File: config.mk
export PLATFORM = sky130hd
export DESIGN_NAME = pixel_saturation_maximize
export DESIGN_NICKNAME = d
export VERILOG_FILES = /design/src/rtl/psm_pkg.sv /design/src/rtl/pixel_saturation_maximize.sv
export SDC_FILE = /design/constraint.sdc
export NUM_CORES = 1
export LEC_CHECK = 0
export ABC_AREA = 1
export BUFFER_PORTS_ARGS = -buffer_cell sky130_fd_sc_hd__clkbuf_2
export CORE_ASPECT_RATIO = 0.9
export CORE_UTILIZATION = 48
export DETAILED_ROUTE_END_ITERATION = 10
export SYNTH_ARGS = -nofsm -noshare
export SYNTH_HDL_FRONTEND = slang
export SYNTH_SLANG_ARGS = --single-unit
export TNS_END_PERCENT = 100
File: constraint.sdc
create_clock -name clk -period 14.8 [get_ports clk]
set_clock_uncertainty 0.15 [all_clocks]
set_input_delay 0.74 -clock clk [delete_from_list [all_inputs] [get_ports clk]]
set_output_delay 0.74 -clock clk [all_outputs]
set_load 0.01 [all_outputs]
File: src/rtl/psm_pkg.sv
// psm_pkg: types, constants and helper functions for the saturation-maximize pipeline
// used by pixel_saturation_maximize; depends on nothing else
`default_nettype none

package psm_pkg;

  // channel widths and internal widths
  localparam int unsigned ChanW  = 8;
  localparam int unsigned QuoW   = 6;   // hue quotient 0..60
  localparam int unsigned DvdW   = 14;  // 60 * |num| <= 15300
  localparam int unsigned HueW   = 9;   // hue 0..359
  localparam int unsigned ProdW  = 14;  // k * value <= 15300

  // hue offsets per largest channel
  localparam logic [HueW-1:0] HUE_OFF_GREEN = 9'd120;
  localparam logic [HueW-1:0] HUE_OFF_BLUE  = 9'd240;
  localparam logic [HueW-1:0] HUE_FULL      = 9'd360;

  // sector boundaries
  localparam logic [HueW-1:0] HUE_60  = 9'd60;
  localparam logic [HueW-1:0] HUE_120 = 9'd120;
  localparam logic [HueW-1:0] HUE_180 = 9'd180;
  localparam logic [HueW-1:0] HUE_240 = 9'd240;
  localparam logic [HueW-1:0] HUE_300 = 9'd300;

  // divide by 60 through reciprocal: floor(x / 60) = (x * 17477) >> 20 for x < 23831
  localparam int unsigned     RecipW     = 15;
  localparam logic [RecipW-1:0] RECIP_60 = 15'd17477;
  localparam int unsigned     RecipShift = 20;

  // largest channel select, with red then green then blue priority
  typedef enum logic [1:0] {
    CH_RED   = 2'd0,
    CH_GREEN = 2'd1,
    CH_BLUE  = 2'd2
  } chan_sel_t;

  // hue sector
  typedef enum logic [2:0] {
    SEC_0 = 3'd0,
    SEC_1 = 3'd1,
    SEC_2 = 3'd2,
    SEC_3 = 3'd3,
    SEC_4 = 3'd4,
    SEC_5 = 3'd5
  } sector_t;

  // one restoring division step
  typedef struct packed {
    logic [DvdW-1:0] rem;
    logic            qbit;
  } div_step_t;

  function automatic div_step_t div_step(input logic [DvdW-1:0] rem,
                                         input logic [DvdW-1:0] dvs);
    div_step_t res;
    if (rem >= dvs) begin
      res.rem  = rem - dvs;
      res.qbit = 1'b1;
    end else begin
      res.rem  = rem;
      res.qbit = 1'b0;
    end
    return res;
  endfunction

endpackage

`default_nettype wire

File: src/rtl/pixel_saturation_maximize.sv
// throughput: one pixel per clock; seven register stages (channel sort, three
// radix-4 division stages, hue/sector, product, reciprocal scale) each advance when
// the stage after them is empty or moving, so bubbles collapse under stall
// reset: rst (synchronous, active high) clears every stage valid; data registers keep
// their contents
`default_nettype none

module pixel_saturation_maximize (
  input  wire logic       clk,
  input  wire logic       rst,
  input  wire logic       in_valid,
  output logic            in_stall,
  input  wire logic [7:0] red_in,
  input  wire logic [7:0] green_in,
  input  wire logic [7:0] blue_in,
  output logic            out_valid,
  input  wire logic       out_stall,
  output logic [7:0]      red_out,
  output logic [7:0]      green_out,
  output logic [7:0]      blue_out
);

  localparam int unsigned CW = psm_pkg::ChanW;
  localparam int unsigned QW = psm_pkg::QuoW;
  localparam int unsigned DW = psm_pkg::DvdW;
  localparam int unsigned HW = psm_pkg::HueW;
  localparam int unsigned PW = psm_pkg::ProdW;
  localparam int unsigned MW = psm_pkg::ProdW + psm_pkg::RecipW;

  // stage valids and advance enables
  logic v1, v2, v3, v4, v5, v6, v7;
  logic en1, en2, en3, en4, en5, en6, en7;

  always_comb begin
    en7 = !v7 || !out_stall;
    en6 = !v6 || en7;
    en5 = !v5 || en6;
    en4 = !v4 || en5;
    en3 = !v3 || en4;
    en2 = !v2 || en3;
    en1 = !v1 || en2;
  end

  assign in_stall  = !en1;
  assign out_valid = v7;

  always_ff @(posedge clk) begin
    if (rst) begin
      v1 <= 1'b0;
      v2 <= 1'b0;
      v3 <= 1'b0;
      v4 <= 1'b0;
      v5 <= 1'b0;
      v6 <= 1'b0;
      v7 <= 1'b0;
    end else begin
      if (en1) v1 <= in_valid;
      if (en2) v2 <= v1;
      if (en3) v3 <= v2;
      if (en4) v4 <= v3;
      if (en5) v5 <= v4;
      if (en6) v6 <= v5;
      if (en7) v7 <= v6;
    end
  end

  // stage 1: largest, smallest, numerator sign and dividend 60 * |num|
  logic [CW-1:0]       mx_c, mn_c, abs_c;
  logic signed [CW:0]  num_c;
  psm_pkg::chan_sel_t  sel_c;

  always_comb begin
    if (red_in >= green_in && red_in >= blue_in) begin
      mx_c  = red_in;
      num_c = $signed({1'b0, green_in}) - $signed({1'b0, blue_in});
      sel_c = psm_pkg::CH_RED;
    end else if (green_in >= blue_in) begin
      mx_c  = green_in;
      num_c = $signed({1'b0, blue_in}) - $signed({1'b0, red_in});
      sel_c = psm_pkg::CH_GREEN;
    end else begin
      mx_c  = blue_in;
      num_c = $signed({1'b0, red_in}) - $signed({1'b0, green_in});
      sel_c = psm_pkg::CH_BLUE;
    end
    mn_c = red_in;
    if (green_in < mn_c) mn_c = green_in;
    if (blue_in < mn_c) mn_c = blue_in;
    abs_c = num_c[CW] ? CW'(-num_c) : num_c[CW-1:0];
  end

  logic [CW-1:0]      mx1, delta1;
  logic [DW-1:0]      dvd1;
  logic               neg1, grey1;
  psm_pkg::chan_sel_t sel1;

  always_ff @(posedge clk) begin
    if (en1) begin
      mx1    <= mx_c;
      delta1 <= mx_c - mn_c;
      dvd1   <= (DW'(abs_c) << 6) - (DW'(abs_c) << 2);
      neg1   <= num_c[CW];
      grey1  <= (mx_c == mn_c);
      sel1   <= sel_c;
    end
  end

  // stage 2: quotient bits 5 and 4
  psm_pkg::div_step_t st5, st4;
  assign st5 = psm_pkg::div_step(dvd1, DW'(delta1) << 5);
  assign st4 = psm_pkg::div_step(st5.rem, DW'(delta1) << 4);

  logic [CW-1:0]      mx2, delta2;
  logic [DW-1:0]      rem2;
  logic [1:0]         q2;
  logic               neg2, grey2;
  psm_pkg::chan_sel_t sel2;

  always_ff @(posedge clk) begin
    if (en2) begin
      mx2    <= mx1;
      delta2 <= delta1;
      rem2   <= st4.rem;
      q2     <= {st5.qbit, st4.qbit};
      neg2   <= neg1;
      grey2  <= grey1;
      sel2   <= sel1;
    end
  end

  // stage 3: quotient bits 3 and 2
  psm_pkg::div_step_t st3, st2;
  assign st3 = psm_pkg::div_step(rem2, DW'(delta2) << 3);
  assign st2 = psm_pkg::div_step(st3.rem, DW'(delta2) << 2);

  logic [CW-1:0]      mx3, delta3;
  logic [DW-1:0]      rem3;
  logic [3:0]         q3;
  logic               neg3, grey3;
  psm_pkg::chan_sel_t sel3;

  always_ff @(posedge clk) begin
    if (en3) begin
      mx3    <= mx2;
      delta3 <= delta2;
      rem3   <= st2.rem;
      q3     <= {q2, st3.qbit, st2.qbit};
      neg3   <= neg2;
      grey3  <= grey2;
      sel3   <= sel2;
    end
  end

  // stage 4: quotient bits 1 and 0
  psm_pkg::div_step_t st1, st0;
  assign st1 = psm_pkg::div_step(rem3, DW'(delta3) << 1);
  assign st0 = psm_pkg::div_step(st1.rem, DW'(delta3));

  logic [CW-1:0]      mx4;
  logic [QW-1:0]      q4;
  logic               neg4, grey4;
  psm_pkg::chan_sel_t sel4;

  always_ff @(posedge clk) begin
    if (en4) begin
      mx4   <= mx3;
      q4    <= {q3, st1.qbit, st0.qbit};
      neg4  <= neg3;
      grey4 <= grey3;
      sel4  <= sel3;
    end
  end

  // stage 5: hue, sector and distance into the sector
  logic [HW-1:0]      off_c, hue_c;
  logic signed [HW:0] hue_s;
  psm_pkg::sector_t   sec_c;
  logic [HW-1:0]      kw_c;

  always_comb begin
    case (sel4)
      psm_pkg::CH_GREEN: off_c = psm_pkg::HUE_OFF_GREEN;
      psm_pkg::CH_BLUE:  off_c = psm_pkg::HUE_OFF_BLUE;
      default:           off_c = '0;
    endcase
    if (neg4) begin
      hue_s = $signed({1'b0, off_c}) - $signed({4'b0, q4});
    end else begin
      hue_s = $signed({1'b0, off_c}) + $signed({4'b0, q4});
    end
    if (grey4) begin
      hue_c = '0;
    end else if (hue_s < 0) begin
      hue_c = HW'(hue_s + $signed({1'b0, psm_pkg::HUE_FULL}));
    end else begin
      hue_c = hue_s[HW-1:0];
    end

    if (hue_c < psm_pkg::HUE_60) begin
      sec_c = psm_pkg::SEC_0;
      kw_c  = hue_c;
    end else if (hue_c < psm_pkg::HUE_120) begin
      sec_c = psm_pkg::SEC_1;
      kw_c  = psm_pkg::HUE_120 - hue_c;
    end else if (hue_c < psm_pkg::HUE_180) begin
      sec_c = psm_pkg::SEC_2;
      kw_c  = hue_c - psm_pkg::HUE_120;
    end else if (hue_c < psm_pkg::HUE_240) begin
      sec_c = psm_pkg::SEC_3;
      kw_c  = psm_pkg::HUE_240 - hue_c;
    end else if (hue_c < psm_pkg::HUE_300) begin
      sec_c = psm_pkg::SEC_4;
      kw_c  = hue_c - psm_pkg::HUE_240;
    end else begin
      sec_c = psm_pkg::SEC_5;
      kw_c  = psm_pkg::HUE_FULL - hue_c;
    end
  end

  logic [CW-1:0]    val5;
  logic [QW-1:0]    k5;
  psm_pkg::sector_t sec5;

  always_ff @(posedge clk) begin
    if (en5) begin
      val5 <= mx4;
      k5   <= kw_c[QW-1:0];
      sec5 <= sec_c;
    end
  end

  // stage 6: k * value
  logic [CW-1:0]    val6;
  logic [PW-1:0]    prod6;
  psm_pkg::sector_t sec6;

  always_ff @(posedge clk) begin
    if (en6) begin
      val6  <= val5;
      prod6 <= PW'(k5 * val5);
      sec6  <= sec5;
    end
  end

  // stage 7: divide by 60 through the reciprocal and place channels by sector
  logic [MW-1:0] scaled_c;
  logic [CW-1:0] mid_c;

  assign scaled_c = MW'(prod6) * MW'(psm_pkg::RECIP_60);
  assign mid_c    = scaled_c[psm_pkg::RecipShift +: CW];

  always_ff @(posedge clk) begin
    if (en7) begin
      unique case (sec6)
        psm_pkg::SEC_0: begin
          red_out <= val6;  green_out <= mid_c; blue_out <= '0;
        end
        psm_pkg::SEC_1: begin
          red_out <= mid_c; green_out <= val6;  blue_out <= '0;
        end
        psm_pkg::SEC_2: begin
          red_out <= '0;    green_out <= val6;  blue_out <= mid_c;
        end
        psm_pkg::SEC_3: begin
          red_out <= '0;    green_out <= mid_c; blue_out <= val6;
        end
        psm_pkg::SEC_4: begin
          red_out <= mid_c; green_out <= '0;    blue_out <= val6;
        end
        default: begin
          red_out <= val6;  green_out <= '0;    blue_out <= mid_c;
        end
      endcase
    end
  end

endmodule

`default_nettype wire

==> impl_metrics.tcl, run 1 <==
set metrics [dict create \
    grt_pass1_vias 11830 \
    drc_errors 0 \
    fmax_ghz 0.1791 \
    viasPerCell 5.158 \
    synth_cell_type_count 58 \
    vias 11930 \
    seqCellArea_mm2 0.005725 \
    wl_per_cell_um 14.67 \
    maxSlewHeadroom 0.2118 \
    path_cells "inv_1 -> ha_1 -> nand2_1 -> o21ai_1 -> a21oi_2 -> o41ai_2 -> a21oi_2 -> inv_2 -> o21ai_0 -> fa_1 -> nor2_1 -> a211oi_1 -> nor2_1 -> a211o_1 -> a221oi_1 -> and3_1 -> nand2_1 -> nor2_1 -> o21ai_0" \
    drive_above_1_share 0.08413 \
    crit_fanout 20 \
    synth_edf_count 186 \
    gr-usage-all-layers 0.2088 \
    synth_top_cell_area_share 0.3488 \
    critPathLaunchType "flop" \
    synth_ff_type "edfxtp_1" \
    synth.area.mux_share 0.0007031 \
    placement_rows 63 \
    critPathCaptureType "flop" \
    die_area_mm2 0.03410 \
    reg2reg_depth 19 \
    synthArstFlopShare 0 \
    finalWirelength_um 33910 \
    outcome "completed" \
    antenna_cells 0 \
    required_ns 14.78 \
    cts-root-buf "clkbuf_16" \
    final_common_cell "nand2_1" \
    slowest_stage "nor2_1" \
    period_minus_slack_ns 5.583 \
    finalSetupViolations 0 \
    ant_nets 0 \
    multi_input_area_mm2 0.008989 \
    ys_ff_latch 193 \
    start_util 0.4872 \
    place_hpwl_um 28200 \
    yosysWarnings 0 \
    syn_area_mm2 0.01602 \
    firstDrtPassIters 5 \
    final_cell_mix "374 x nand2_1, 308 x inv_1, 212 x ha_1, 186 x edfxtp_1, 115 x nor2_1" \
    synth_cells 1821 \
    maxCapViolations 0 \
    gr-total-overflow 0 \
    synth_xor_area_frac 0.04469 \
    tritoncts "done" \
    period_share 0.3772 \
    synth_nets 2116 \
    worst_slew_pin_slew_ns 1.181 \
    hold_class "reg2reg" \
    fp.dieW_um 194.5 \
    avgSynthCellArea_um2 8.795 \
    clk_pin_slew_ns 0.07 \
    rsz0062_at_grt "no" \
    drv_slew 0 \
    post_cts_buffers 0 \
    htree_levels 4 \
    hold_viol 0 \
    clk_latency_ns 0.45 \
    cpPeakStageDelay_ns 0.82 \
    area_growth_pct 8.320 \
    synth_compound_area_frac 0.09742 \
    grt_max_degree 38 \
    clock_sinks 193 \
    clock_path_buffers 2 \
    place_congestion 0.9398 \
    drt_iter0_drc 684 \
    yosys.area_share.simple 0.1841 \
    synth_top_family_by_area "adder cells" \
    worst-setup-path-type "reg2reg" \
    min_path_cells 0 \
    core_mm2 0.03287 \
    io_buffers 53 \
    cp.arrival_ns 5.57 \
    synth_area_leaders "edfxtp_1 35%, ha_1 17%, nand2_1 8.8%" \
    antenna_found_initial 1 \
    dieHeight_um 175.3 \
    final_nets 2172 \
    path_common_cell "nor2_1" \
    setup_tns_ns 0 \
    numCtsBuffers 17 \
    post_cts_resize_count 0 \
    yosysTopAreaCell "edfxtp_1" \
    ios 54 \
    ys_seq_area_frac 0.3575 \
    synthAdderAreaFrac 0.2344 \
    fill_cells 3066 \
    grt_pass1_wl_um 57170 \
    hold_buffers 0 \
]
[registers in the layout, summed over array words and instances (netlist names), 8 cells and up]
name / count
val5: 8
mx3: 8
green_out: 8
rem2: 12
blue_out: 8
delta3: 8
red_out: 8
prod6: 14
dvd1: 12
mx1: 8
val6: 8
mx2: 8
rem3: 12
delta1: 8
mx4: 8
delta2: 8
[kinds of logic after synthesis]
| kind of cell | after synthesis |
|---|---|
| AND/OR/NAND/NOR | 670 |
| buffers and inverters | 338 |
| AO/OA/AOI/OAI | 272 |
| adder cells (fa/ha/maj) | 267 |
| flip-flops | 193 |
| XOR/XNOR | 80 |
| multiplexers | 1 |
[final timing paths]
check | startpoint | to | slack (ns)
worst max register to register | delta2[1]$_DFFE_PP_ | rem3[2]$_DFFE_PP_ | 9.22
worst min-delay path | mx3[1]$_DFFE_PP_ | mx4[1]$_DFFE_PP_ | 0.26
worst max-delay path | delta2[1]$_DFFE_PP_ | rem3[2]$_DFFE_PP_ | 9.22
worst min register to register | mx3[1]$_DFFE_PP_ | mx4[1]$_DFFE_PP_ | 0.26
[through the flow]
stage          hold WS, ns    util  instance area, um2  cells  setup slack [ns]
2_1_floorplan       0.2503       -               16020   1821             8.721
3_3_place_gp        0.2514  0.5090               16730   2280             9.310
3_5_place_dp        0.2545  0.5090               16730   2280             9.224
4_1_cts             0.2669  0.5278               17350   2312             9.252
5_1_grt             0.2705  0.5278               17350   2312             8.650
6_report            0.2622  0.5278               17350   2312             9.217
[area by class of cell]
class	instances	share of cell area
Sequential cell	193	0.3300
Inverter	319	0.06931
Multi-Input combinational cell	1290	0.5181
Tap cell	422	0.03044
Clock buffer	17	0.02452
Timing Repair Buffer	56	0.01659
Clock inverter	15	0.01096
[routing by layer]
metal / global-route usage / vias up / part of all wire
met4: 0.07870 / 2 / 0.030
met1: 0.2818 / 5455 / 0.48
met2: 0.3448 / 223 / 0.45
li1: - / 6185 / -
met5: 0 / - / 0.00027
met3: 0.02515 / 60 / 0.034
[cell usage after synthesis, drive strengths merged, types with 2 or more instances]
| library cell | instances |
|---|---|
| nor4 | 3 |
| edfxtp | 186 |
| nor2 | 124 |
| xnor2 | 30 |
| nand4 | 17 |
| a21oi | 118 |
| o21ai | 83 |
| o211ai | 5 |
| nand2 | 395 |
| ha | 212 |
| clkbuf | 13 |
| fa | 55 |
| a211oi | 6 |
| nor3 | 14 |
| a31oi | 9 |
| nand3 | 99 |
| a221oi | 6 |
| o41ai | 3 |
| or2 | 8 |
| o21a | 2 |
| and2 | 2 |
| nand3b | 5 |
| o22ai | 17 |
| dfxtp | 7 |
| xor2 | 50 |
| o21bai | 14 |
| a21o | 3 |
| inv | 319 |
| buf | 6 |
[critical path, delay by kind of cell, from the launching register on]
family / cells / cell delay (ns)
flops: 1 / 0.45
fa+ha+maj: 2 / 0.54
simple gates: 6 / 1.36
buf+inv: 2 / 0.32
compound gates: 9 / 2.44
Power of run 1 is left out: the tool's default activity adds up to more than one toggle a clock period on the data nets, which glitch-free logic cannot reach.
==> run 2, diff against run 1 <==
- clock period: 14.8 -> 5.2 ns (I/O delays scaled with it)
==> run 2 against run 1 <==
Critical path depth up 1. Worst setup slack worse by 8.8 ns. Core utilization increased by 0.29 points. Via count is 1.5% higher. Final cell count up 0.52%. Routed wire length rose by 3.5%. Register-to-register slack worse by 8.8 ns. Largest cell class unchanged. Flip-flop and latch count stayed put. Design area rose by 0.54%. First-iteration DRC count is 2.9% lower. Maximum frequency is 16% higher.
==> impl_metrics.tcl, run 2 (synthesized netlist as in run 1, its figures left out) <==
set metrics [dict create \
    hold_viol 0 \
    dpl.cell_count 2289 \
    htree_levels 4 \
    ant_nets 0 \
    crit_fanout 5 \
    hold_class "in2reg" \
    drc_errors 0 \
    placement_rows 63 \
    viasPerCell 5.206 \
    drt-met1-wl_um 16900 \
    core_mm2 0.03287 \
    firstDrtPassIters 5 \
    rsz0062_at_grt "no" \
    r2r_end "blue_out[6]$_DFFE_PP_" \
    maxSlewHeadroom 0.4965 \
    crit_start "prod6[5]$_DFFE_PP_" \
    final_common_cell "nand2_1" \
    fin_util 0.5306 \
    antenna_found_initial 0 \
    grt_pass1_vias 11830 \
    numCtsBuffers 17 \
    finalWirelength_um 35110 \
    tritoncts "done" \
    drv_slew 0 \
    largest_reg_flops 14 \
    antenna_cells 0 \
    io_buffers 53 \
    place_hpwl_um 28770 \
    fin_area_mm2 0.01744 \
    crit_end "blue_out[6]$_DFFE_PP_" \
    maxCapViolations 0 \
    required_ns 5.21 \
    gr-total-overflow 0 \
    gr-usage-all-layers 0.2148 \
    area_growth_pct 8.906 \
    critPathLaunchType "flop" \
    die_area_mm2 0.03410 \
    ios 54 \
    met2_length_um 16570 \
    critPathCaptureType "flop" \
    wl_per_cell_um 15.11 \
    fp.dieW_um 194.5 \
    r2r-start "prod6[5]$_DFFE_PP_" \
    worst-setup-path-type "reg2reg" \
    start_util 0.4872 \
    topRoutingLayerUsed "met4" \
    outcome "completed" \
    r2r_slack_ns 0.40 \
    grt_pass1_wl_um 58860 \
    finalSetupViolations 0 \
    worst_slew_pin_slew_ns 0.7494 \
    top_register "prod6" \
    vias 12100 \
    final_cell_mix "373 x nand2_1, 305 x inv_1, 212 x ha_1, 186 x edfxtp_1, 114 x nor2_1" \
    place_congestion 1.009 \
    postPlaceCellArea_mm2 0.01682 \
    cts-root-buf "clkbuf_16" \
    clk_latency_ns 0.44 \
    period_share 0.9225 \
    dr_wl_met3_um 1034 \
    drt_iter0_drc 664 \
    fmax_ghz 0.2085 \
    grt_max_degree 38 \
    cp.arrival_ns 4.80 \
    clock_sinks 193 \
    drive_above_1_share 0.09096 \
    final_nets 2184 \
    setup_tns_ns 0 \
    post_cts_buffers 0 \
    dieHeight_um 175.3 \
    fill_cells 3008 \
    period_minus_slack_ns 4.797 \
    clk_pin_slew_ns 0.07 \
    reg2reg_depth 20 \
    clock_path_buffers 2 \
    fin_cells 2324 \
]
-- run 2: worst min-delay path by stage --
stage | startpoint | endpoint | slack (ns) | depth (start not counted)
2_1_floorplan | rst | out_valid$_SDFFE_PP0P_ | 0.18 | 1
3_3_place_gp | mx1[7]$_DFFE_PN_ | mx2[7]$_DFFE_PP_ | 0.25 | 0
3_5_place_dp | mx1[2]$_DFFE_PN_ | mx2[2]$_DFFE_PP_ | 0.25 | 0
4_1_cts | red_in[0] | mx1[0]$_DFFE_PN_ | 0.14 | 3
5_1_grt | green_in[2] | mx1[2]$_DFFE_PN_ | 0.16 | 3
6_report | green_in[2] | mx1[2]$_DFFE_PN_ | 0.17 | 3
-- run 2: worst max-delay path: stages, from the launching register on --
cell and delay (ns):
edfxtp_1 0.49, ha_1 0.25, ha_1 0.27, ha_1 0.20, fa_1 0.38, inv_1 0.08
fa_1 0.41, inv_1 0.08, fa_1 0.42, ha_1 0.34, a21oi_1 0.18, nor2_1 0.05
a211oi_1 0.20, o221ai_1 0.15, nand2_1 0.08, nand3_1 0.10, nand2_1 0.14, nand2_1 0.08
or2_2 0.30, nand3_1 0.07, o21ai_0 0.09
-- run 2: metrics by stage --
stage	setup slack [ns]	hold WS (ns)
CTS	0.4033	0.1399
global route	0.01148	0.1576
detailed placement	0.2226	0.2545
finish	0.4028	0.1683
floorplan	0.07649	0.1791
global placement	0.3590	0.2513
-- run 2: layout make-up --
type                       instances  area (um2)  share of cell area
inverter                         319        1214             0.06958
clock buffer                      17       425.4             0.02439
timing repair buffer              68       385.4             0.02209
sequential                       193        5725              0.3283
clock inverter                    15       170.2            0.009756
tap                              422       528.0             0.03027
multi-input combinational       1290        8994              0.5156
-- run 2: metal layers --
metal / up-vias / GRT usage
met4: 0 / 0.05919
met1: 5630 / 0.2894
li1: 6212 / -
met2: 227 / 0.3632
met3: 30 / 0.02861
met5: - / 0
-- run 2: what timing repair did --
action | CTS | global route
hold endpoints to repair | 7 | 0
hold buffers | 3 | 0
endpoints found under the setup margin | 0 | 1
gates resized for setup | 0 | 1
Power of run 2 is left out for the same reason.
